`config.mk`:
```
export PLATFORM = sky130hd
export DESIGN_NAME = ordered_key_part_encoder_core_flat
export DESIGN_NICKNAME = d
export VERILOG_FILES = /design/src/rtl/okpe_pkg.sv /design/src/rtl/okpe_chan_if.sv /design/src/rtl/okpe_front.sv /design/src/rtl/okpe_job_fifo.sv /design/src/rtl/okpe_back.sv /design/src/rtl/ordered_key_part_encoder_core.sv /design/src/flat_wrapper.sv
export SDC_FILE = /design/constraint.sdc
export NUM_CORES = 1
export LEC_CHECK = 0
export BUFFER_PORTS_ARGS = -buffer_cell sky130_fd_sc_hd__buf_2
export CAP_MARGIN = 20
export CELL_PAD_IN_SITES_DETAIL_PLACEMENT = 2
export CELL_PAD_IN_SITES_GLOBAL_PLACEMENT = 2
export CORE_MARGIN = 3
export CORE_UTILIZATION = 30
export DETAILED_ROUTE_END_ITERATION = 8
export MAX_ROUTING_LAYER = met4
export PLACE_DENSITY = 0.68
export SYNTH_ARGS = -nofsm -noshare
export SYNTH_HDL_FRONTEND = slang
export SYNTH_SLANG_ARGS = --single-unit
```
`constraint.sdc`:
```
create_clock -name clock -period 5.6 [get_ports clock]
set_input_delay 0.28 -clock clock [delete_from_list [all_inputs] [get_ports clock]]
set_output_delay 0.28 -clock clock [all_outputs]
set_load 0.05 [all_outputs]
```
`src/rtl/okpe_pkg.sv`:
```
// Package with the shared types, codes and constants of the ordered key part encoder.
`default_nettype none
package okpe_pkg;

   typedef enum logic [2:0] {
      KIND_NUMBER = 3'd0,
      KIND_DATE   = 3'd1,
      KIND_STRING = 3'd2,
      KIND_ID     = 3'd3,
      KIND_BOUND  = 3'd4
   } kind_type;

   typedef enum logic [1:0] {
      ERR_NONE      = 2'd0,
      ERR_NAN       = 2'd1,
      ERR_ZERO_BYTE = 2'd2,
      ERR_ORDER     = 2'd3
   } err_type;

   localparam logic [7:0] TAG_NUMBER = 8'h00;
   localparam logic [7:0] TAG_STRING = 8'h01;
   localparam logic [7:0] TAG_ID     = 8'h02;
   localparam logic [7:0] TAG_DATE   = 8'h03;
   localparam logic [7:0] TAG_BOUND  = 8'hff;
   localparam logic [7:0] STR_TERM   = 8'h00;
   localparam logic [7:0] SIGN_BYTE  = 8'h80;

   localparam logic [63:0] SIGN_MASK = {SIGN_BYTE, 56'h0};

   localparam int WORD_BYTES  = 8;
   localparam int COUNT_W     = $clog2(WORD_BYTES + 1);
   localparam int ID_LOW_BYTES = 4;

   localparam int JOB_FIFO_DEPTH = 2;
   localparam int JOB_PTR_W      = $clog2(JOB_FIFO_DEPTH);
   localparam int JOB_CNT_W      = $clog2(JOB_FIFO_DEPTH + 1);

   typedef struct packed {
      logic       en;
      logic [7:0] data;
      logic       valid;
      err_type    err;
   } slot_type;

   typedef struct packed {
      slot_type             head;
      logic [COUNT_W-1:0]   body_count;
      logic [63:0]          body_word;
      slot_type             tail;
   } job_type;

   localparam slot_type SLOT_NONE = '{en: 1'b0, data: 8'h00, valid: 1'b0, err: ERR_NONE};

   function automatic slot_type byte_slot(input logic [7:0] value);
      slot_type s;
      s = '{en: 1'b1, data: value, valid: 1'b1, err: ERR_NONE};
      return s;
   endfunction

   function automatic slot_type status_slot(input err_type code);
      slot_type s;
      s = '{en: 1'b1, data: 8'h00, valid: 1'b0, err: code};
      return s;
   endfunction

endpackage
`default_nettype wire

```
`src/rtl/okpe_chan_if.sv`:
```
// Valid/ready channel interfaces for the request and response sides.
`default_nettype none
interface okpe_req_if;
   logic        valid;
   logic        ready;
   logic [2:0]  req_type;
   logic [63:0] payload;
   logic [7:0]  text_byte;
   logic        byte_present;
   logic        part_first;
   logic        part_last;

   modport source (output valid, req_type, payload, text_byte, byte_present, part_first,
                   part_last, input ready);
   modport sink (input valid, req_type, payload, text_byte, byte_present, part_first,
                 part_last, output ready);
endinterface

interface okpe_rsp_if;
   logic       valid;
   logic       ready;
   logic [7:0] out_byte;
   logic       byte_valid;
   logic       run_last;
   logic [1:0] error_code;

   modport source (output valid, out_byte, byte_valid, run_last, error_code, input ready);
   modport sink (input valid, out_byte, byte_valid, run_last, error_code, output ready);
endinterface
`default_nettype wire

```
`src/rtl/okpe_front.sv`:
```
// Front end: accepts request beats, tracks part framing and builds output jobs.
`default_nettype none
module okpe_front (
   input  wire logic            clock,
   input  wire logic            reset,
   okpe_req_if.sink             req,
   input  wire logic            fifo_full,
   output logic                 job_push,
   output okpe_pkg::job_type    job
);

   logic string_open_ff, string_open_in;
   logic string_failed_ff, string_failed_in;
   logic id_pending_ff, id_pending_in;

   logic        accept;
   logic        busy;
   logic        is_nan;
   logic        failed_now;
   logic [63:0] num_bits;
   logic [63:0] num_enc;

   assign req.ready = !fifo_full;
   assign accept    = req.valid && !fifo_full;
   assign busy      = string_open_ff || id_pending_ff;
   assign is_nan    = (req.payload[62:52] == 11'h7ff) && (req.payload[51:0] != 52'h0);
   assign num_bits  = (req.payload == okpe_pkg::SIGN_MASK) ? 64'h0 : req.payload;
   assign num_enc   = num_bits[63] ? ~num_bits : (num_bits ^ okpe_pkg::SIGN_MASK);

   always_comb begin
      job.head         = okpe_pkg::SLOT_NONE;
      job.body_count   = '0;
      job.body_word    = '0;
      job.tail         = okpe_pkg::SLOT_NONE;
      string_open_in   = string_open_ff;
      string_failed_in = string_failed_ff;
      id_pending_in    = id_pending_ff;
      failed_now       = string_failed_ff;
      unique case (okpe_pkg::kind_type'(req.req_type))
         okpe_pkg::KIND_NUMBER: begin
            if (busy) begin
               job.head = okpe_pkg::status_slot(okpe_pkg::ERR_ORDER);
               string_open_in = 1'b0; string_failed_in = 1'b0; id_pending_in = 1'b0;
            end else if (is_nan) begin
               job.head = okpe_pkg::status_slot(okpe_pkg::ERR_NAN);
            end else begin
               job.head       = okpe_pkg::byte_slot(okpe_pkg::TAG_NUMBER);
               job.body_count = okpe_pkg::COUNT_W'(okpe_pkg::WORD_BYTES);
               job.body_word  = num_enc;
            end
         end
         okpe_pkg::KIND_DATE: begin
            if (busy) begin
               job.head = okpe_pkg::status_slot(okpe_pkg::ERR_ORDER);
               string_open_in = 1'b0; string_failed_in = 1'b0; id_pending_in = 1'b0;
            end else begin
               job.head       = okpe_pkg::byte_slot(okpe_pkg::TAG_DATE);
               job.body_count = okpe_pkg::COUNT_W'(okpe_pkg::WORD_BYTES);
               job.body_word  = req.payload ^ okpe_pkg::SIGN_MASK;
            end
         end
         okpe_pkg::KIND_STRING: begin
            if ((req.part_first && busy) || (!req.part_first && !string_open_ff)) begin
               job.head = okpe_pkg::status_slot(okpe_pkg::ERR_ORDER);
               string_open_in = 1'b0; string_failed_in = 1'b0; id_pending_in = 1'b0;
            end else begin
               if (req.part_first) begin
                  string_open_in = 1'b1;
                  failed_now     = 1'b0;
                  job.head       = okpe_pkg::byte_slot(okpe_pkg::TAG_STRING);
               end
               if (req.byte_present && !failed_now) begin
                  if (req.text_byte == 8'h00) begin
                     failed_now = 1'b1;
                     job.tail   = okpe_pkg::status_slot(okpe_pkg::ERR_ZERO_BYTE);
                  end else begin
                     job.body_count = okpe_pkg::COUNT_W'(1);
                     job.body_word  = {req.text_byte, 56'h0};
                  end
               end
               string_failed_in = failed_now;
               if (req.part_last) begin
                  if (!failed_now) begin
                     job.tail = okpe_pkg::byte_slot(okpe_pkg::STR_TERM);
                  end
                  string_open_in   = 1'b0;
                  string_failed_in = 1'b0;
               end
            end
         end
         okpe_pkg::KIND_ID: begin
            if (!id_pending_ff) begin
               if (string_open_ff || !req.part_first || req.part_last) begin
                  job.head = okpe_pkg::status_slot(okpe_pkg::ERR_ORDER);
                  string_open_in = 1'b0; string_failed_in = 1'b0; id_pending_in = 1'b0;
               end else begin
                  job.head       = okpe_pkg::byte_slot(okpe_pkg::TAG_ID);
                  job.body_count = okpe_pkg::COUNT_W'(okpe_pkg::WORD_BYTES);
                  job.body_word  = req.payload;
                  id_pending_in  = 1'b1;
               end
            end else begin
               if (req.part_first || !req.part_last) begin
                  job.head = okpe_pkg::status_slot(okpe_pkg::ERR_ORDER);
                  string_open_in = 1'b0; string_failed_in = 1'b0; id_pending_in = 1'b0;
               end else begin
                  job.body_count = okpe_pkg::COUNT_W'(okpe_pkg::ID_LOW_BYTES);
                  job.body_word  = {req.payload[31:0], 32'h0};
                  id_pending_in  = 1'b0;
               end
            end
         end
         okpe_pkg::KIND_BOUND: begin
            if (busy) begin
               job.head = okpe_pkg::status_slot(okpe_pkg::ERR_ORDER);
               string_open_in = 1'b0; string_failed_in = 1'b0; id_pending_in = 1'b0;
            end else begin
               job.head = okpe_pkg::byte_slot(okpe_pkg::TAG_BOUND);
            end
         end
         default: begin
            job.head = okpe_pkg::SLOT_NONE;
         end
      endcase
   end

   assign job_push = accept && (job.head.en || (job.body_count != '0) || job.tail.en);

   always_ff @(posedge clock) begin
      if (reset) begin
         string_open_ff   <= 1'b0;
         string_failed_ff <= 1'b0;
         id_pending_ff    <= 1'b0;
      end else if (accept) begin
         string_open_ff   <= string_open_in;
         string_failed_ff <= string_failed_in;
         id_pending_ff    <= id_pending_in;
      end
   end

endmodule
`default_nettype wire

```
`src/rtl/okpe_job_fifo.sv`:
```
// Short job queue between the front end and the byte serializer.
`default_nettype none
module okpe_job_fifo (
   input  wire logic                clock,
   input  wire logic                reset,
   input  wire logic                push,
   input  wire okpe_pkg::job_type   push_job,
   input  wire logic                pop,
   output okpe_pkg::job_type        head_job,
   output logic                     full,
   output logic                     empty
);

   okpe_pkg::job_type mem_ff [okpe_pkg::JOB_FIFO_DEPTH];

   logic [okpe_pkg::JOB_PTR_W-1:0] wr_ptr_ff;
   logic [okpe_pkg::JOB_PTR_W-1:0] rd_ptr_ff;
   logic [okpe_pkg::JOB_CNT_W-1:0] count_ff, count_in;

   assign full     = (count_ff == okpe_pkg::JOB_CNT_W'(okpe_pkg::JOB_FIFO_DEPTH));
   assign empty    = (count_ff == '0);
   assign head_job = mem_ff[rd_ptr_ff];

   always_comb begin
      count_in = count_ff;
      if (push && !pop) begin
         count_in = count_ff + okpe_pkg::JOB_CNT_W'(1);
      end else if (pop && !push) begin
         count_in = count_ff - okpe_pkg::JOB_CNT_W'(1);
      end
   end

   always_ff @(posedge clock) begin
      if (push) begin
         mem_ff[wr_ptr_ff] <= push_job;
      end
   end

   always_ff @(posedge clock) begin
      if (reset) begin
         wr_ptr_ff <= '0;
         rd_ptr_ff <= '0;
         count_ff  <= '0;
      end else begin
         if (push) begin
            wr_ptr_ff <= wr_ptr_ff + okpe_pkg::JOB_PTR_W'(1);
         end
         if (pop) begin
            rd_ptr_ff <= rd_ptr_ff + okpe_pkg::JOB_PTR_W'(1);
         end
         count_ff <= count_in;
      end
   end

endmodule
`default_nettype wire

```
`src/rtl/okpe_back.sv`:
```
// Back end: serializes one job into response beats, one byte or status per beat.
`default_nettype none
module okpe_back (
   input  wire logic                clock,
   input  wire logic                reset,
   input  wire okpe_pkg::job_type   head_job,
   input  wire logic                fifo_empty,
   output logic                     pop,
   okpe_rsp_if.source               rsp
);

   logic                              active_ff, active_in;
   okpe_pkg::slot_type                head_ff, head_in;
   okpe_pkg::slot_type                tail_ff, tail_in;
   logic [okpe_pkg::COUNT_W-1:0]      left_ff, left_in;
   logic [63:0]                       word_ff, word_in;

   logic                rsp_valid_ff, rsp_valid_in;
   logic [7:0]          rsp_byte_ff;
   logic                rsp_bvalid_ff;
   logic                rsp_last_ff;
   okpe_pkg::err_type   rsp_err_ff;

   okpe_pkg::slot_type  cur;
   logic                out_free;
   logic                emit;
   logic                done_after;

   assign out_free = !rsp_valid_ff || rsp.ready;
   assign emit     = active_ff && out_free;

   always_comb begin
      head_in   = head_ff;
      tail_in   = tail_ff;
      left_in   = left_ff;
      word_in   = word_ff;
      active_in = active_ff;
      pop       = 1'b0;
      if (head_ff.en) begin
         cur        = head_ff;
         head_in.en = 1'b0;
      end else if (left_ff != '0) begin
         cur     = okpe_pkg::byte_slot(word_ff[63:56]);
         word_in = {word_ff[55:0], 8'h00};
         left_in = left_ff - okpe_pkg::COUNT_W'(1);
      end else begin
         cur        = tail_ff;
         tail_in.en = 1'b0;
      end
      done_after = !head_in.en && (left_in == '0) && !tail_in.en;
      if (emit && done_after) begin
         active_in = 1'b0;
      end
      if ((!active_ff || (emit && done_after)) && !fifo_empty) begin
         pop       = 1'b1;
         active_in = 1'b1;
         head_in   = head_job.head;
         tail_in   = head_job.tail;
         left_in   = head_job.body_count;
         word_in   = head_job.body_word;
      end
      rsp_valid_in = out_free ? active_ff : rsp_valid_ff;
   end

   always_ff @(posedge clock) begin
      if (reset) begin
         active_ff    <= 1'b0;
         rsp_valid_ff <= 1'b0;
      end else begin
         active_ff    <= active_in;
         rsp_valid_ff <= rsp_valid_in;
      end
   end

   always_ff @(posedge clock) begin
      if (emit || pop) begin
         head_ff <= head_in;
         tail_ff <= tail_in;
         left_ff <= left_in;
         word_ff <= word_in;
      end
      if (emit) begin
         rsp_byte_ff   <= cur.data;
         rsp_bvalid_ff <= cur.valid;
         rsp_last_ff   <= done_after;
         rsp_err_ff    <= cur.err;
      end
   end

   assign rsp.valid      = rsp_valid_ff;
   assign rsp.out_byte   = rsp_byte_ff;
   assign rsp.byte_valid = rsp_bvalid_ff;
   assign rsp.run_last   = rsp_last_ff;
   assign rsp.error_code = rsp_err_ff;

endmodule
`default_nettype wire

```
`src/rtl/ordered_key_part_encoder_core.sv`:
```
// Top level of the ordered key part encoder: front end, job queue and serializer.
// Path: an accepted request goes to the job queue, then to the serializer's job registers,
// then to the registered response outputs. Throughput: one response beat per cycle while the
// response side is ready, set by the byte-wide serializer; an upper bound or a status is a
// single beat, and numbers, dates, id chunks and string items are serialized byte by byte.
// Reset is synchronous and active high; it closes any open string or id and empties the queue.
`default_nettype none
module ordered_key_part_encoder_core (
   input  wire logic     clock,
   input  wire logic     reset,
   okpe_req_if.sink      req_ch,
   okpe_rsp_if.source    rsp_ch
);

   okpe_pkg::job_type push_job;
   okpe_pkg::job_type head_job;
   logic              job_push;
   logic              job_pop;
   logic              fifo_full;
   logic              fifo_empty;

   okpe_front u_front (
      .clock     (clock),
      .reset     (reset),
      .req       (req_ch),
      .fifo_full (fifo_full),
      .job_push  (job_push),
      .job       (push_job)
   );

   okpe_job_fifo u_fifo (
      .clock    (clock),
      .reset    (reset),
      .push     (job_push),
      .push_job (push_job),
      .pop      (job_pop),
      .head_job (head_job),
      .full     (fifo_full),
      .empty    (fifo_empty)
   );

   okpe_back u_back (
      .clock      (clock),
      .reset      (reset),
      .head_job   (head_job),
      .fifo_empty (fifo_empty),
      .pop        (job_pop),
      .rsp        (rsp_ch)
   );

endmodule
`default_nettype wire
```
`src/flat_wrapper.sv`:
```
// flat-port wrapper written by rule: the top's interface ports become plain ports
module ordered_key_part_encoder_core_flat 
  (clock, reset, req_ch_valid, req_ch_req_type, req_ch_payload, req_ch_text_byte, req_ch_byte_present, req_ch_part_first, req_ch_part_last, req_ch_ready, rsp_ch_valid, rsp_ch_out_byte, rsp_ch_byte_valid, rsp_ch_run_last, rsp_ch_error_code, rsp_ch_ready);
  okpe_req_if req_ch_i ();
  okpe_rsp_if rsp_ch_i ();
  input  wire logic clock;
  input  wire logic reset;
  input wire logic [$bits(req_ch_i.valid)-1:0] req_ch_valid;
  input wire logic [$bits(req_ch_i.req_type)-1:0] req_ch_req_type;
  input wire logic [$bits(req_ch_i.payload)-1:0] req_ch_payload;
  input wire logic [$bits(req_ch_i.text_byte)-1:0] req_ch_text_byte;
  input wire logic [$bits(req_ch_i.byte_present)-1:0] req_ch_byte_present;
  input wire logic [$bits(req_ch_i.part_first)-1:0] req_ch_part_first;
  input wire logic [$bits(req_ch_i.part_last)-1:0] req_ch_part_last;
  output wire logic [$bits(req_ch_i.ready)-1:0] req_ch_ready;
  output wire logic [$bits(rsp_ch_i.valid)-1:0] rsp_ch_valid;
  output wire logic [$bits(rsp_ch_i.out_byte)-1:0] rsp_ch_out_byte;
  output wire logic [$bits(rsp_ch_i.byte_valid)-1:0] rsp_ch_byte_valid;
  output wire logic [$bits(rsp_ch_i.run_last)-1:0] rsp_ch_run_last;
  output wire logic [$bits(rsp_ch_i.error_code)-1:0] rsp_ch_error_code;
  input wire logic [$bits(rsp_ch_i.ready)-1:0] rsp_ch_ready;
  assign req_ch_i.valid = req_ch_valid;
  assign req_ch_i.req_type = req_ch_req_type;
  assign req_ch_i.payload = req_ch_payload;
  assign req_ch_i.text_byte = req_ch_text_byte;
  assign req_ch_i.byte_present = req_ch_byte_present;
  assign req_ch_i.part_first = req_ch_part_first;
  assign req_ch_i.part_last = req_ch_part_last;
  assign req_ch_ready = req_ch_i.ready;
  assign rsp_ch_valid = rsp_ch_i.valid;
  assign rsp_ch_out_byte = rsp_ch_i.out_byte;
  assign rsp_ch_byte_valid = rsp_ch_i.byte_valid;
  assign rsp_ch_run_last = rsp_ch_i.run_last;
  assign rsp_ch_error_code = rsp_ch_i.error_code;
  assign rsp_ch_i.ready = rsp_ch_ready;
  ordered_key_part_encoder_core u_core (.clock(clock), .reset(reset), .req_ch(req_ch_i), .rsp_ch(rsp_ch_i));
endmodule
```
Yosys cells after proc, flatten, opt, wreduce, memory -nomap -nowiden
Memory sizes are Yosys's and may differ from the RTL's. A register that Yosys moved wholly into a read port is not among the register bits.
Index checks and enable logic that the tools add are counted.
W data, S select, Z words.

operators by class
  add/sub/neg operators = 5
  $mul = 0
  div/mod/pow operators = 0
  magnitude comparators = 0
  equality and inequality tests = 13
  shift-type cells = 0
  muxes and demuxes = 67
  bitwise logic cells = 3
  reductions and logical operators = 50

operators by type and width
  cell                    count
  $mux W64                5
  $mux W68                4
  $pmux W68 S4            1
  $mux W77                2
  $mux W12                8
  $mux W80                1
  $mux W67                1
  $mux W65                1
  $eq A64 B64 Y1 const B  1
  $not A64 Y64            1
  $pmux W12 S5            1
  $reduce_bool A52 Y1     1
  $mux W11                3
  $mux W1                 28
  $logic_and A1 B1 Y1     12
  $mux W4                 3
  $eq A11 B11 Y1 const B  1
  $logic_not A1 Y1        11
  $logic_or A1 B1 Y1      10
  $mux W5                 2
  $pmux W1 S3             3
  $logic_not A8 Y1        1
  $reduce_bool A4 Y1      2
  $eq A3 B2 Y1 const B    2
  other kinds (25)        33

word-level totals
  register bits = 113
  latch bits = 0
  RAM bits = 184
  ROM bits = 0
  bits of input ports = 82
  output and inout port bits = 14
  logic and storage cells = 161
  memories = 1

memories
  memory                words  width  read ports  clocked after memory_dff  wr ports  RTL line             text
  u_core.u_fifo.mem_ff  2      92     1           1                         1         okpe_job_fifo.sv:14  okpe_pkg::job_type mem_ff [okpe_pkg::JOB_FIFO_DEPTH];

Depth between registers and ports, before layout
Gate-level depths: netlist of the first run.

  word-level depth = 22
  gate-level depth with buffers = 11
  gate-level depth less buffers = 11

Hierarchy
From an unflattened synthesis of the first run, not the netlist that was laid out.

unflattened totals
  cell total of the unflattened synthesis = 852
  area total of the unflattened synthesis = 13305.3 um^2

modules (own cells, without submodules)
  module         times used  cells each  area each (um^2)  sequential area each (um^2)
  okpe_job_fifo  1           308         6871.6            5625.4
  okpe_back      1           247         4395.5            3163.0
  okpe_front     1           297         2038.2            60.1

Least setup slack after synthesis of the first run
No wires, ideal clock.

  path type = register to register
  from = register u_core.u_back.left_ff[0] in the netlist's numbering
  to = register u_core.u_back.word_ff[0], enable pin
  setup time = 0.503 ns
  arrival time = 5.147 ns
  data required time = 5.097 ns
  slack = -0.050 ns
  stages on the path, launching flop included = 9
  path buffers = 1
  period minus slack after synthesis = 5.650 ns
  cells stage by stage = edfxtp_1 -> inv_1 -> ha_1 -> or4b_1 -> a31oi_1 -> o211ai_2 -> o31a_1 -> buf_6 -> o2bb2ai_1

between the ends
  cells in the longest elaborated chain, start to end = 11
  elaborated cells on any way between the ends = 17
  classes of those cells = add/sub (1); eq/ne (1); mux (5); reduce/logical (10)

RTL lines
  item                                                         RTL line                          text
  start: declaration                                           okpe_back.sv:15                   logic [okpe_pkg::COUNT_W-1:0] left_ff, left_in;
  start signal: assignment                                     okpe_back.sv:79                   left_ff <= left_in;
  $sub A4 B1 Y4 / $reduce_bool A4 Y1 (equally long branches)   okpe_back.sv:45, okpe_back.sv:42
  $mux W4 / $mux W1 (equally long branches)                    okpe_back.sv:42                   end else if (left_ff != '0) begin
  $mux W4 / $mux W1 (equally long branches)                    okpe_back.sv:39                   if (head_ff.en) begin
  $logic_not A4 Y1 / $logic_not A1 Y1 (equally long branches)  okpe_back.sv:50                   done_after = !head_in.en && (left_in == '0) && !tail_in.en;
  $logic_and A1 B1 Y1                                          okpe_back.sv:50
  $logic_and A1 B1 Y1                                          okpe_back.sv:54                   if ((!active_ff || (emit && done_after)) && !fifo_empty) begin
  $logic_or A1 B1 Y1                                           okpe_back.sv:54
  $logic_and A1 B1 Y1                                          okpe_back.sv:54
  $mux W1                                                      okpe_back.sv:54
  $logic_or A1 B1 Y1                                           okpe_back.sv:76                   if (emit || pop) begin
  $reduce_and A3 Y1 (no line) (*)                              --
  end signal: assignment                                       okpe_back.sv:80                   word_ff <= word_in;
  end: declaration                                             okpe_back.sv:16                   logic [63:0] word_ff, word_in;

Mark *: on every way between the ends. The rest lies on a longest branch, timed or not.
A chain may end at the register's enable or synchronous reset.

Final worst setup path of the first run
  from = register u_core.u_back.left_ff[0] in the netlist's numbering
  to = register u_core.u_back.word_ff[10], enable pin

The elaborated chain is that of the path after synthesis.

==> results.md, run 1 <==
• post-synth cell types: 66
• worst supply voltage drop on vdd: 318 µV
• commonest cells after routing, fill and taps aside: edfxtp_1, mux2i_1, buf_2, a21oi_1, nand4_1
• crit end category: register
• total DRC errors in the routed layout: 0
• routed metal-1 wire length: 20.6 mm
• portion of total power attributed to combinational logic: 0.402
• internal power component: 0.00500 W
• DPL Wire Length: 30.2 mm
• Wirelength per Cell: 26.4 µm
• Yosys reg bits: 254
• cell count along the critical path: 9
• startpoint kind of the worst setup timing path: register
• switching pwr: 0.00331 W
• worst path buffer plus inverter count: 3
• leakage power figure: 5.08 nW
• post-synthesis area per instance: 12.3 µm²
• status: finished clean
• Die Area: 46000 µm²
• Primary FF master, synth: edfxtp_1
• number of flops mapped to enable cells by yosys: 244
• share of the clock period used by the worst path: 0.682
• proportion of total power due to net switching: 0.398
• maximum buffer depth of the clock tree: 3
• Critical Path, Cell by Cell: inv_1 > ha_1 > nor3b_1 > or3_1 > o211ai_2 > o31a_1 > buf_4 > o2bb2ai_4 > buf_4
• clock tree from TritonCTS: yes
• clock sink total: 254
• fraction of final layout cells sized beyond drive strength 1: 0.174
• Placeable Area: 42400 µm²
• Sum Neg Setup Slack: 0 ns
• Synth warnings: 0
• maximum number of pins on one net before global-route repair: 67
• number of max-cap violations: 0
• Most Frequent Cell on Critical Path: buf_4
• share of total power in sequential cells: 0.383
• clock period minus worst slack: 3.82 ns
• clock root buffer: clkbuf_16
• crit path kind: register to register
• count of buffers from port buffering: 95
• final RePlAce weighted congestion: 0.824
• Netlist Area Pre-Place: 13000 µm²
• startpoint of the worst-slack reg-to-reg timing path: u_core.u_back.left_ff[0]$_DFFE_PP_
• cell type contributing the most total cell area after synthesis: edfxtp_1
• proportion of synthesized chip area in sequential cells: 0.577
• peak fanout along the critical path: 64
• final-report hold violation count: 0
• number of gates resized after cts: 0
• fraction of registers with async set/reset: 0
• leading post-synthesis cells by cell area: edfxtp_1, mux2i_1, o211a_1
• CTS H-tree depth: 1
• count of inserted antenna diode cells: 0
• cell count after placement: 1661
• CP endpoint: u_core.u_back.word_ff[10]$_DFFE_PP_
• final cell utilization of the core: 0.353
• TritonCTS buffer count: 30
• horizontal extent of the die: 214 µm
• total number of nets in the final design: 1201
• Detail Route met2 WL: 22.3 mm
• Crit Reg-Reg Endpoint: u_core.u_back.word_ff[10]$_DFFE_PP_
• clock insertion delay at the later pin of the skew report: 0.58 ns
• final setup violating endpoints: 0
• top routing layer in use: met4
• Hold WC Path Type: input port to register
• RSZ-0062 raised after global routing: false
• post-synthesis to final-layout area growth: 14.8%
• global routing usage summed across all routing layers: 0.197
• part of the total power dissipated in the clock network: 0.215
• vias in the first global route: 10.5k
• total via count after detailed routing: 9816
• cell count of the worst reg-to-reg path: 9
• Syn Inst Count: 1059
• initial standard-cell utilization of the core: 0.307
• total wirelength of the detailed-routed design: 45.3 mm
• commonest non-fill, non-tap cell in the layout: edfxtp_1
• # rows: 75
• Largest stage delay, worst path: 0.74 ns
• number of nets in the synthesized netlist: 1143
• first-pass GRT wire length: 68.4 mm
• met3 WL post-DR: 1.55 mm
• relative max-transition margin: 0.280
• number of primary I/O pins: 96
• Achievable Freq: 262 MHz
• slack of the worst reg-to-reg path: 1.78 ns
• number of standard cells in the layout, taps in and fillers out: 1717
• signal arrival time at the worst endpoint: 4.01 ns
• initial drt markers: 670
• top-area cell type share of the netlist area: 0.562
• startpoint of the worst setup timing path: u_core.u_back.left_ff[0]$_DFFE_PP_
• final instance area: 15000 µm²
• number of antenna violations at the first check in global routing: 0
• clock-pin transition on the worst setup and hold timing paths: 0.06 ns
• power per unit of standard cell area: 555 nW/µm²
• Worst-Margin Slew: 1.08 ns
• skew final: 0.0192 ns
• master of the slowest instance on the critical path: buf_4
• Routed Antenna Nets: 0
• total congestion overflow: 0
• Final Slew Violations: 0
• die height: 214 µm
• first-pass iteration count of the detailed router: 5
• Placed Instance Area: 14100 µm²
• ratio of routed vias to standard cells: 5.72
• Required @ worst endpoint: 5.79 ns
• kind of cell with the highest combined delay on the critical path: buffers and inverters
==> kinds of logic after synthesis <==
logic type               Yosys count  share of synthesized area
AO/OA/AOI/OAI                    296                      0.166
XOR/XNOR                          11                    0.00739
adder cells (fa/ha/maj)            2                    0.00192
buffers and inverters            102                     0.0351
flip-flops                       254                      0.577
multiplexers                     113                     0.0886
AND/OR/NAND/NOR                  281                      0.124
==> power groups by stage <==
stage | sequential [W] | combinational [W] | clock, W
after detailed placement | 0.00322 | 0.00331 | 0
after CTS | 0.00319 | 0.00334 | 0.00182
after global routing | 0.00324 | 0.00360 | 0.00189
after global placement | 0.00319 | 0.00323 | 0
after floorplan | 0.00317 | 0.00224 | 0
final | 0.00318 | 0.00334 | 0.00178
==> synthesized netlist by cell type, types with 8 or more instances <==
library cell,number
nand3_1,8
nand2b_1,62
nor4_1,20
a21oi_1,73
edfxtp_1,244
xnor2_1,9
nand2_1,38
o22ai_1,56
buf_2,15
and2_1,8
nor2_1,24
nor3_1,21
nand4_1,64
mux2_2,9
o211ai_1,40
inv_1,9
dfxtp_1,10
o211a_1,58
mux2i_1,103
o21ai_0,12
clkbuf_1,67
==> worst min-delay path, stage by stage <==
cell and delay [ns]:
buf_2 0.10, a222oi_1 0.07, o31ai_1 0.09
==> sequential cells by signal, summed over array words and instances (netlist names), 2 cells and up, named ones only <==
signal,count
u_core.u_back.rsp.out_byte,8
u_core.u_back.rsp.error_code,2
u_core.u_back.head_ff,7
u_core.u_fifo.mem_ff,154
u_core.u_back.left_ff,4
u_core.u_fifo.count_ff,2
u_core.u_back.word_ff,64
u_core.u_back.tail_ff,3
==> per-stage QoR <==
step	worst slack (ns)	hold WS [ns]	power, W
floorplan	0.0251	0.434	0.00541
global placement	2.01	0.456	0.00641
detailed placement	1.81	0.466	0.00654
CTS	1.77	0.0470	0.00835
global route	1.51	0.0670	0.00873
finish	1.78	0.0819	0.00831
==> worst min-delay path by stage <==
stage / from / endpoint / slack [ns] / cells past startpoint
after floorplan: req_ch_byte_present / u_core.u_front.string_failed_ff$_SDFFE_PP0P_ / 0.43 / 2
after global placement: u_core.u_front.string_failed_ff$_SDFFE_PP0P_ / u_core.u_front.string_failed_ff$_SDFFE_PP0P_ / 0.46 / 2
after detailed placement: u_core.u_front.string_failed_ff$_SDFFE_PP0P_ / u_core.u_front.string_failed_ff$_SDFFE_PP0P_ / 0.47 / 2
after CTS: req_ch_text_byte[6] / u_core.u_fifo.mem_ff[1][74]$_DFFE_PP_ / 0.05 / 3
after global routing: req_ch_text_byte[5] / u_core.u_fifo.mem_ff[0][73]$_DFFE_PP_ / 0.07 / 3
final: req_ch_text_byte[6] / u_core.u_fifo.mem_ff[0][74]$_DFFE_PP_ / 0.08 / 3
==> final cells by class <==
type                    instances  area [µm²]
clock buffers                  37         777
flip-flops and latches        254        7530
repair buffers                119         658
inverters                       9        33.8
fillers                      4478       27400
clock inverters                18        98.8
multi-input cells             703        5150
well taps                     577         722
==> per-layer routing <==
layer | vias up | track usage
met3 | 55 | 0.0187
met4 | 0 | 0.0435
met5 | - | -
met1 | 5162 | 0.263
met2 | 226 | 0.329
li1 | 4373 | -
==> repair_timing <==
item / 4_1_cts / 5_1_grt
setup endpoints to repair: 0 / 0
endpoints found under the hold margin: 1 / 0
hold buffers: 1 / 0
setup buffers: 0 / 0
Power figures use the tool's default switching activity.
==> run 2: changes to the inputs <==
- ABC_AREA: unset -> 1
- PLACE_DENSITY: 0.68 -> 0.71
- clock period: 5.6 -> 3.1 ns (I/O delays scaled with it)
==> results.md, run 2 <==
• initial standard-cell utilization of the core: 0.307, about the same
• number of nets in the synthesized netlist: 1228, was 1143
• Worst-Margin Slew: 0.720 ns, was 1.08 ns
• post-synth cell types: 39, was 66
• Required @ worst endpoint: 3.52 ns, was 5.79 ns
• clock period minus worst slack: 2.80 ns, was 3.82 ns
• share of total power in sequential cells: 0.433, was 0.383
• leading post-synthesis cells by cell area: edfxtp_1, nand2_1, mux2i_1, was edfxtp_1, mux2i_1, o211a_1
• CTS H-tree depth: 1, unchanged
• ratio of routed vias to standard cells: 4.91, was 5.72
• Hold WC Path Type: input port to register, unchanged
• clock insertion delay at the later pin of the skew report: 0.55 ns, was 0.58 ns
• total via count after detailed routing: 8902, was 9816
• Routed Antenna Nets: 0, unchanged
• number of flops mapped to enable cells by yosys: 244, unchanged
• Hold Startpoint: req_ch_payload[40], was req_ch_text_byte[6]
• clock-pin transition on the worst setup and hold timing paths: 0.06 ns, about the same
• fraction of final layout cells sized beyond drive strength 1: 0.160, was 0.174
• combined flip-flop and latch cell area: 7530 µm², unchanged
• commonest cells in the synthesized netlist: nand2_1, edfxtp_1, nor2_1, mux2i_1, o21ai_1, was edfxtp_1, mux2i_1, a21oi_1, clkbuf_1, nand4_1
• TritonCTS buffer count: 28, was 30
• post-synthesis area per instance: 10.5 µm², was 12.3 µm²
• share of the clock period used by the worst path: 0.902, was 0.682
• commonest non-fill, non-tap cell in the layout: nand2_1, was edfxtp_1
• skew final: 0.00904 ns, was 0.0192 ns
• startpoint of the worst-slack reg-to-reg timing path: u_core.u_front.string_open_ff$_SDFFE_PP0P_, was u_core.u_back.left_ff[0]$_DFFE_PP_
• Placeable Area: 39100 µm², was 42400 µm²
• slack of the worst reg-to-reg path: 0.30 ns, was 1.78 ns
• Placed Instance Area: 13200 µm², was 14100 µm²
• number of primary I/O pins: 96, unchanged
• internal power component: 0.00831 W, was 0.00500 W
• worst supply voltage drop on vdd: 469 µV, was 318 µV
• Post-CTS Hold Buffers: 30, was 1
• DP Worst Slack: 0.548 ns, was 1.81 ns
• Hold Path Stages: 3, unchanged
• commonest cells after routing, fill and taps aside: nand2_1, edfxtp_1, buf_2, nor2_1, mux2i_1, was edfxtp_1, mux2i_1, buf_2, a21oi_1, nand4_1
• initial drt markers: 506, was 670
• Final Slew Violations: 0, unchanged
• cell type contributing the most total cell area after synthesis: edfxtp_1, unchanged
• post-synthesis to final-layout area growth: 20.8%, was 14.8%
• Primary FF master, synth: edfxtp_1, unchanged
• final setup violating endpoints: 0, unchanged
• Syn Inst Count: 1144, was 1059
• total number of nets in the final design: 1357, was 1201
• first-pass GRT wire length: 58.7 mm, was 68.4 mm
• register name with the most flops: u_core.u_fifo.mem_ff, unchanged
• global routing usage summed across all routing layers: 0.188, was 0.197
• status: finished clean, unchanged
• leakage power figure: 5.76 nW, was 5.08 nW
• die height: 206 µm, was 214 µm
• number of antenna violations at the first check in global routing: 0, unchanged
• top-area cell type share of the netlist area: 0.610, was 0.562
• clock root buffer: clkbuf_16, unchanged
• horizontal extent of the die: 206 µm, was 214 µm
• number of max-cap violations: 0, unchanged
• multi-input combinational cell area: 4080 µm², was 5150 µm²
• Netlist Area Pre-Place: 12000 µm², was 13000 µm²
• number of post-CTS setup repair buffers: 0, unchanged
• power per unit of standard cell area: 870 nW/µm², was 555 nW/µm²
• Achievable Freq: 358 MHz, was 262 MHz
• crit path kind: register to register, unchanged
• maximum buffer depth of the clock tree: 3, unchanged
• number of standard cells in the layout, taps in and fillers out: 1813, was 1717
• Layout fillers: 4236, was 4478
• final instance area: 14500 µm², was 15000 µm²
• startpoint kind of the worst setup timing path: register, unchanged
• library cell with the highest instance count after synthesis: nand2_1, was edfxtp_1
• signal arrival time at the worst endpoint: 3.22 ns, was 4.01 ns
• cell count after placement: 1731, was 1661
• part of the total power dissipated in the clock network: 0.272, was 0.215
• crit end category: register, unchanged
• total DRC errors in the routed layout: 0, unchanged
• total wirelength of the detailed-routed design: 38.7 mm, was 45.3 mm
• setup slack of the critical path after layout: 0.304 ns, was 1.78 ns
• total congestion overflow: 0, unchanged
• cell count of the worst reg-to-reg path: 9, unchanged
• final cell utilization of the core: 0.371, was 0.353
• worst path buffer plus inverter count: 2, was 3
• Critical Path, Cell by Cell: nor2_4 > nand2_2 > nor2_1 > nand2_1 > nand2_2 > buf_12 > a22oi_1 > dlygate4sd3_1 > nand2_1, was inv_1 > ha_1 > nor3b_1 > or3_1 > o211ai_2 > o31a_1 > buf_4 > o2bb2ai_4 > buf_4
• Largest stage delay, worst path: 0.59 ns, was 0.74 ns
• final-report hold violation count: 0, unchanged
• DPL Wire Length: 27.3 mm, was 30.2 mm
• vias in the first global route: 9677, was 10.5k
• switching pwr: 0.00432 W, was 0.00331 W
• maximum number of pins on one net before global-route repair: 78, was 67
• Sum Neg Setup Slack: 0 ns, unchanged
• clock sink total: 254, unchanged
• Crit Reg-Reg Endpoint: u_core.u_fifo.mem_ff[0][57]$_DFFE_PP_, was u_core.u_back.word_ff[10]$_DFFE_PP_
• peak fanout along the critical path: 37, was 64
• number of flip-flops in the largest register: 154, unchanged
• proportion of synthesized chip area in sequential cells: 0.627, was 0.577
• count of buffers from port buffering: 95, unchanged
• portion of total power attributed to combinational logic: 0.294, was 0.402
• relative max-transition margin: 0.519, was 0.280
• Synth warnings: 0, unchanged
• Hold EP: u_core.u_fifo.mem_ff[1][52]$_DFFE_PP_, was u_core.u_fifo.mem_ff[0][74]$_DFFE_PP_
• Yosys reg bits: 254, unchanged
• count of inserted antenna diode cells: 0, unchanged
• final RePlAce weighted congestion: 0.812, was 0.824
• first-pass iteration count of the detailed router: 4, was 5
• kind of cell with the highest combined delay on the critical path: simple AND/OR/NAND/NOR gates, was buffers and inverters
• clock tree from TritonCTS: yes, unchanged
• Die Area: 42500 µm², was 46000 µm²
• proportion of total power due to net switching: 0.342, was 0.398
• fraction of registers with async set/reset: 0, unchanged
• master of the slowest instance on the critical path: dlygate4sd3_1, was buf_4
• # rows: 72, was 75
• number of gates resized after cts: 0, unchanged
• Wirelength per Cell: 21.3 µm, was 26.4 µm
• RSZ-0062 raised after global routing: false, unchanged
-- run 2: changes by cell type after synthesis, moves of 42 or more --
cell / change
a21oi_1: -53
nand2_1: +362
o21ai_1: +46
nand4_1: -59
nand2b_1: -62
xor2_1: +42
o22ai_1: -55
o211a_1: -58
mux2i_1: -43
nor2_1: +64
-- run 2: final cells by class --
class / count / area share
sequential: 254 / 0.519
multi-input combinational: 791 / 0.281
timing repair buffer: 149 / 0.0763
inverter: 49 / 0.0127
clock buffer: 38 / 0.0558
clock inverter: 14 / 0.0100
tap: 518 / 0.0447
-- run 2: power groups by stage --
stage / Sequential (W) / Combinational (W) / Clock [W]
after floorplan: 0.00561 / 0.00223 / 0
after global placement: 0.00550 / 0.00353 / 0
after detailed placement: 0.00554 / 0.00372 / 0
after CTS: 0.00549 / 0.00379 / 0.00352
after global routing: 0.00555 / 0.00413 / 0.00366
final: 0.00547 / 0.00371 / 0.00344
-- run 2: worst max path at each step --
| stage | from | cells past startpoint | slack, ns | to |
|---|---|---|---|---|
| 3_5_place_dp | u_core.u_back.left_ff[0]$_DFFE_PP_ | 15 | 0.55 | u_core.u_fifo.count_ff[1]$_SDFFE_PP0P_ |
| 2_1_floorplan | u_core.u_front.string_open_ff$_SDFFE_PP0P_ | 9 | -0.26 | u_core.u_fifo.mem_ff[0][11]$_DFFE_PP_ |
| 4_1_cts | u_core.u_front.string_open_ff$_SDFFE_PP0P_ | 9 | 0.29 | u_core.u_fifo.mem_ff[0][57]$_DFFE_PP_ |
| 6_report | u_core.u_front.string_open_ff$_SDFFE_PP0P_ | 9 | 0.30 | u_core.u_fifo.mem_ff[0][57]$_DFFE_PP_ |
| 3_3_place_gp | u_core.u_front.string_open_ff$_SDFFE_PP0P_ | 8 | 0.66 | u_core.u_fifo.mem_ff[0][32]$_DFFE_PP_ |
| 5_1_grt | u_core.u_front.id_pending_ff$_SDFFE_PP0P_ | 9 | 0.09 | u_core.u_fifo.mem_ff[0][57]$_DFFE_PP_ |
-- run 2: cells by family (layout without fill, tap and decap cells) --
| group | after synthesis | after routing | share of synthesized area |
|---|---|---|---|
| AOI/OAI and AO/OA | 136 | 136 | 0.0683 |
| xor gates and xnor gates | 44 | 44 | 0.0321 |
| adders and majority gates | 2 | 2 | 0.00208 |
| buffers and inverters | 99 | 250 | 0.0377 |
| DFF | 254 | 254 | 0.627 |
| muxes | 60 | 60 | 0.0500 |
| and+or+nand+nor | 549 | 549 | 0.183 |
-- run 2: worst register-to-register path, delay by kind of cell, from the launching register on --
family / cells / cell delay [ns]
AND/OR/NAND/NOR: 6 / 1.30
buffers and inverters: 2 / 0.89
flip-flops: 1 / 0.35
AO/OA/AOI/OAI: 1 / 0.11
-- run 2: through the flow --
stage               power, W  hold WS, ns
floorplan            0.00784        0.217
global placement     0.00903        0.429
CTS                   0.0128    0.0000668
finish                0.0126       0.0270
detailed placement   0.00926        0.439
global route          0.0133       0.0338
-- run 2: routing by layer --
| layer | up-vias | global-route usage | wire length (µm) |
|---|---|---|---|
| met2 | 162 | 0.304 | 18600 |
| met3 | 44 | 0.0232 | 1460 |
| met4 | 0 | 0.0497 | 882 |
| li1 | 4181 | - | - |
| met5 | - | - | 0 |
| met1 | 4515 | 0.252 | 17800 |
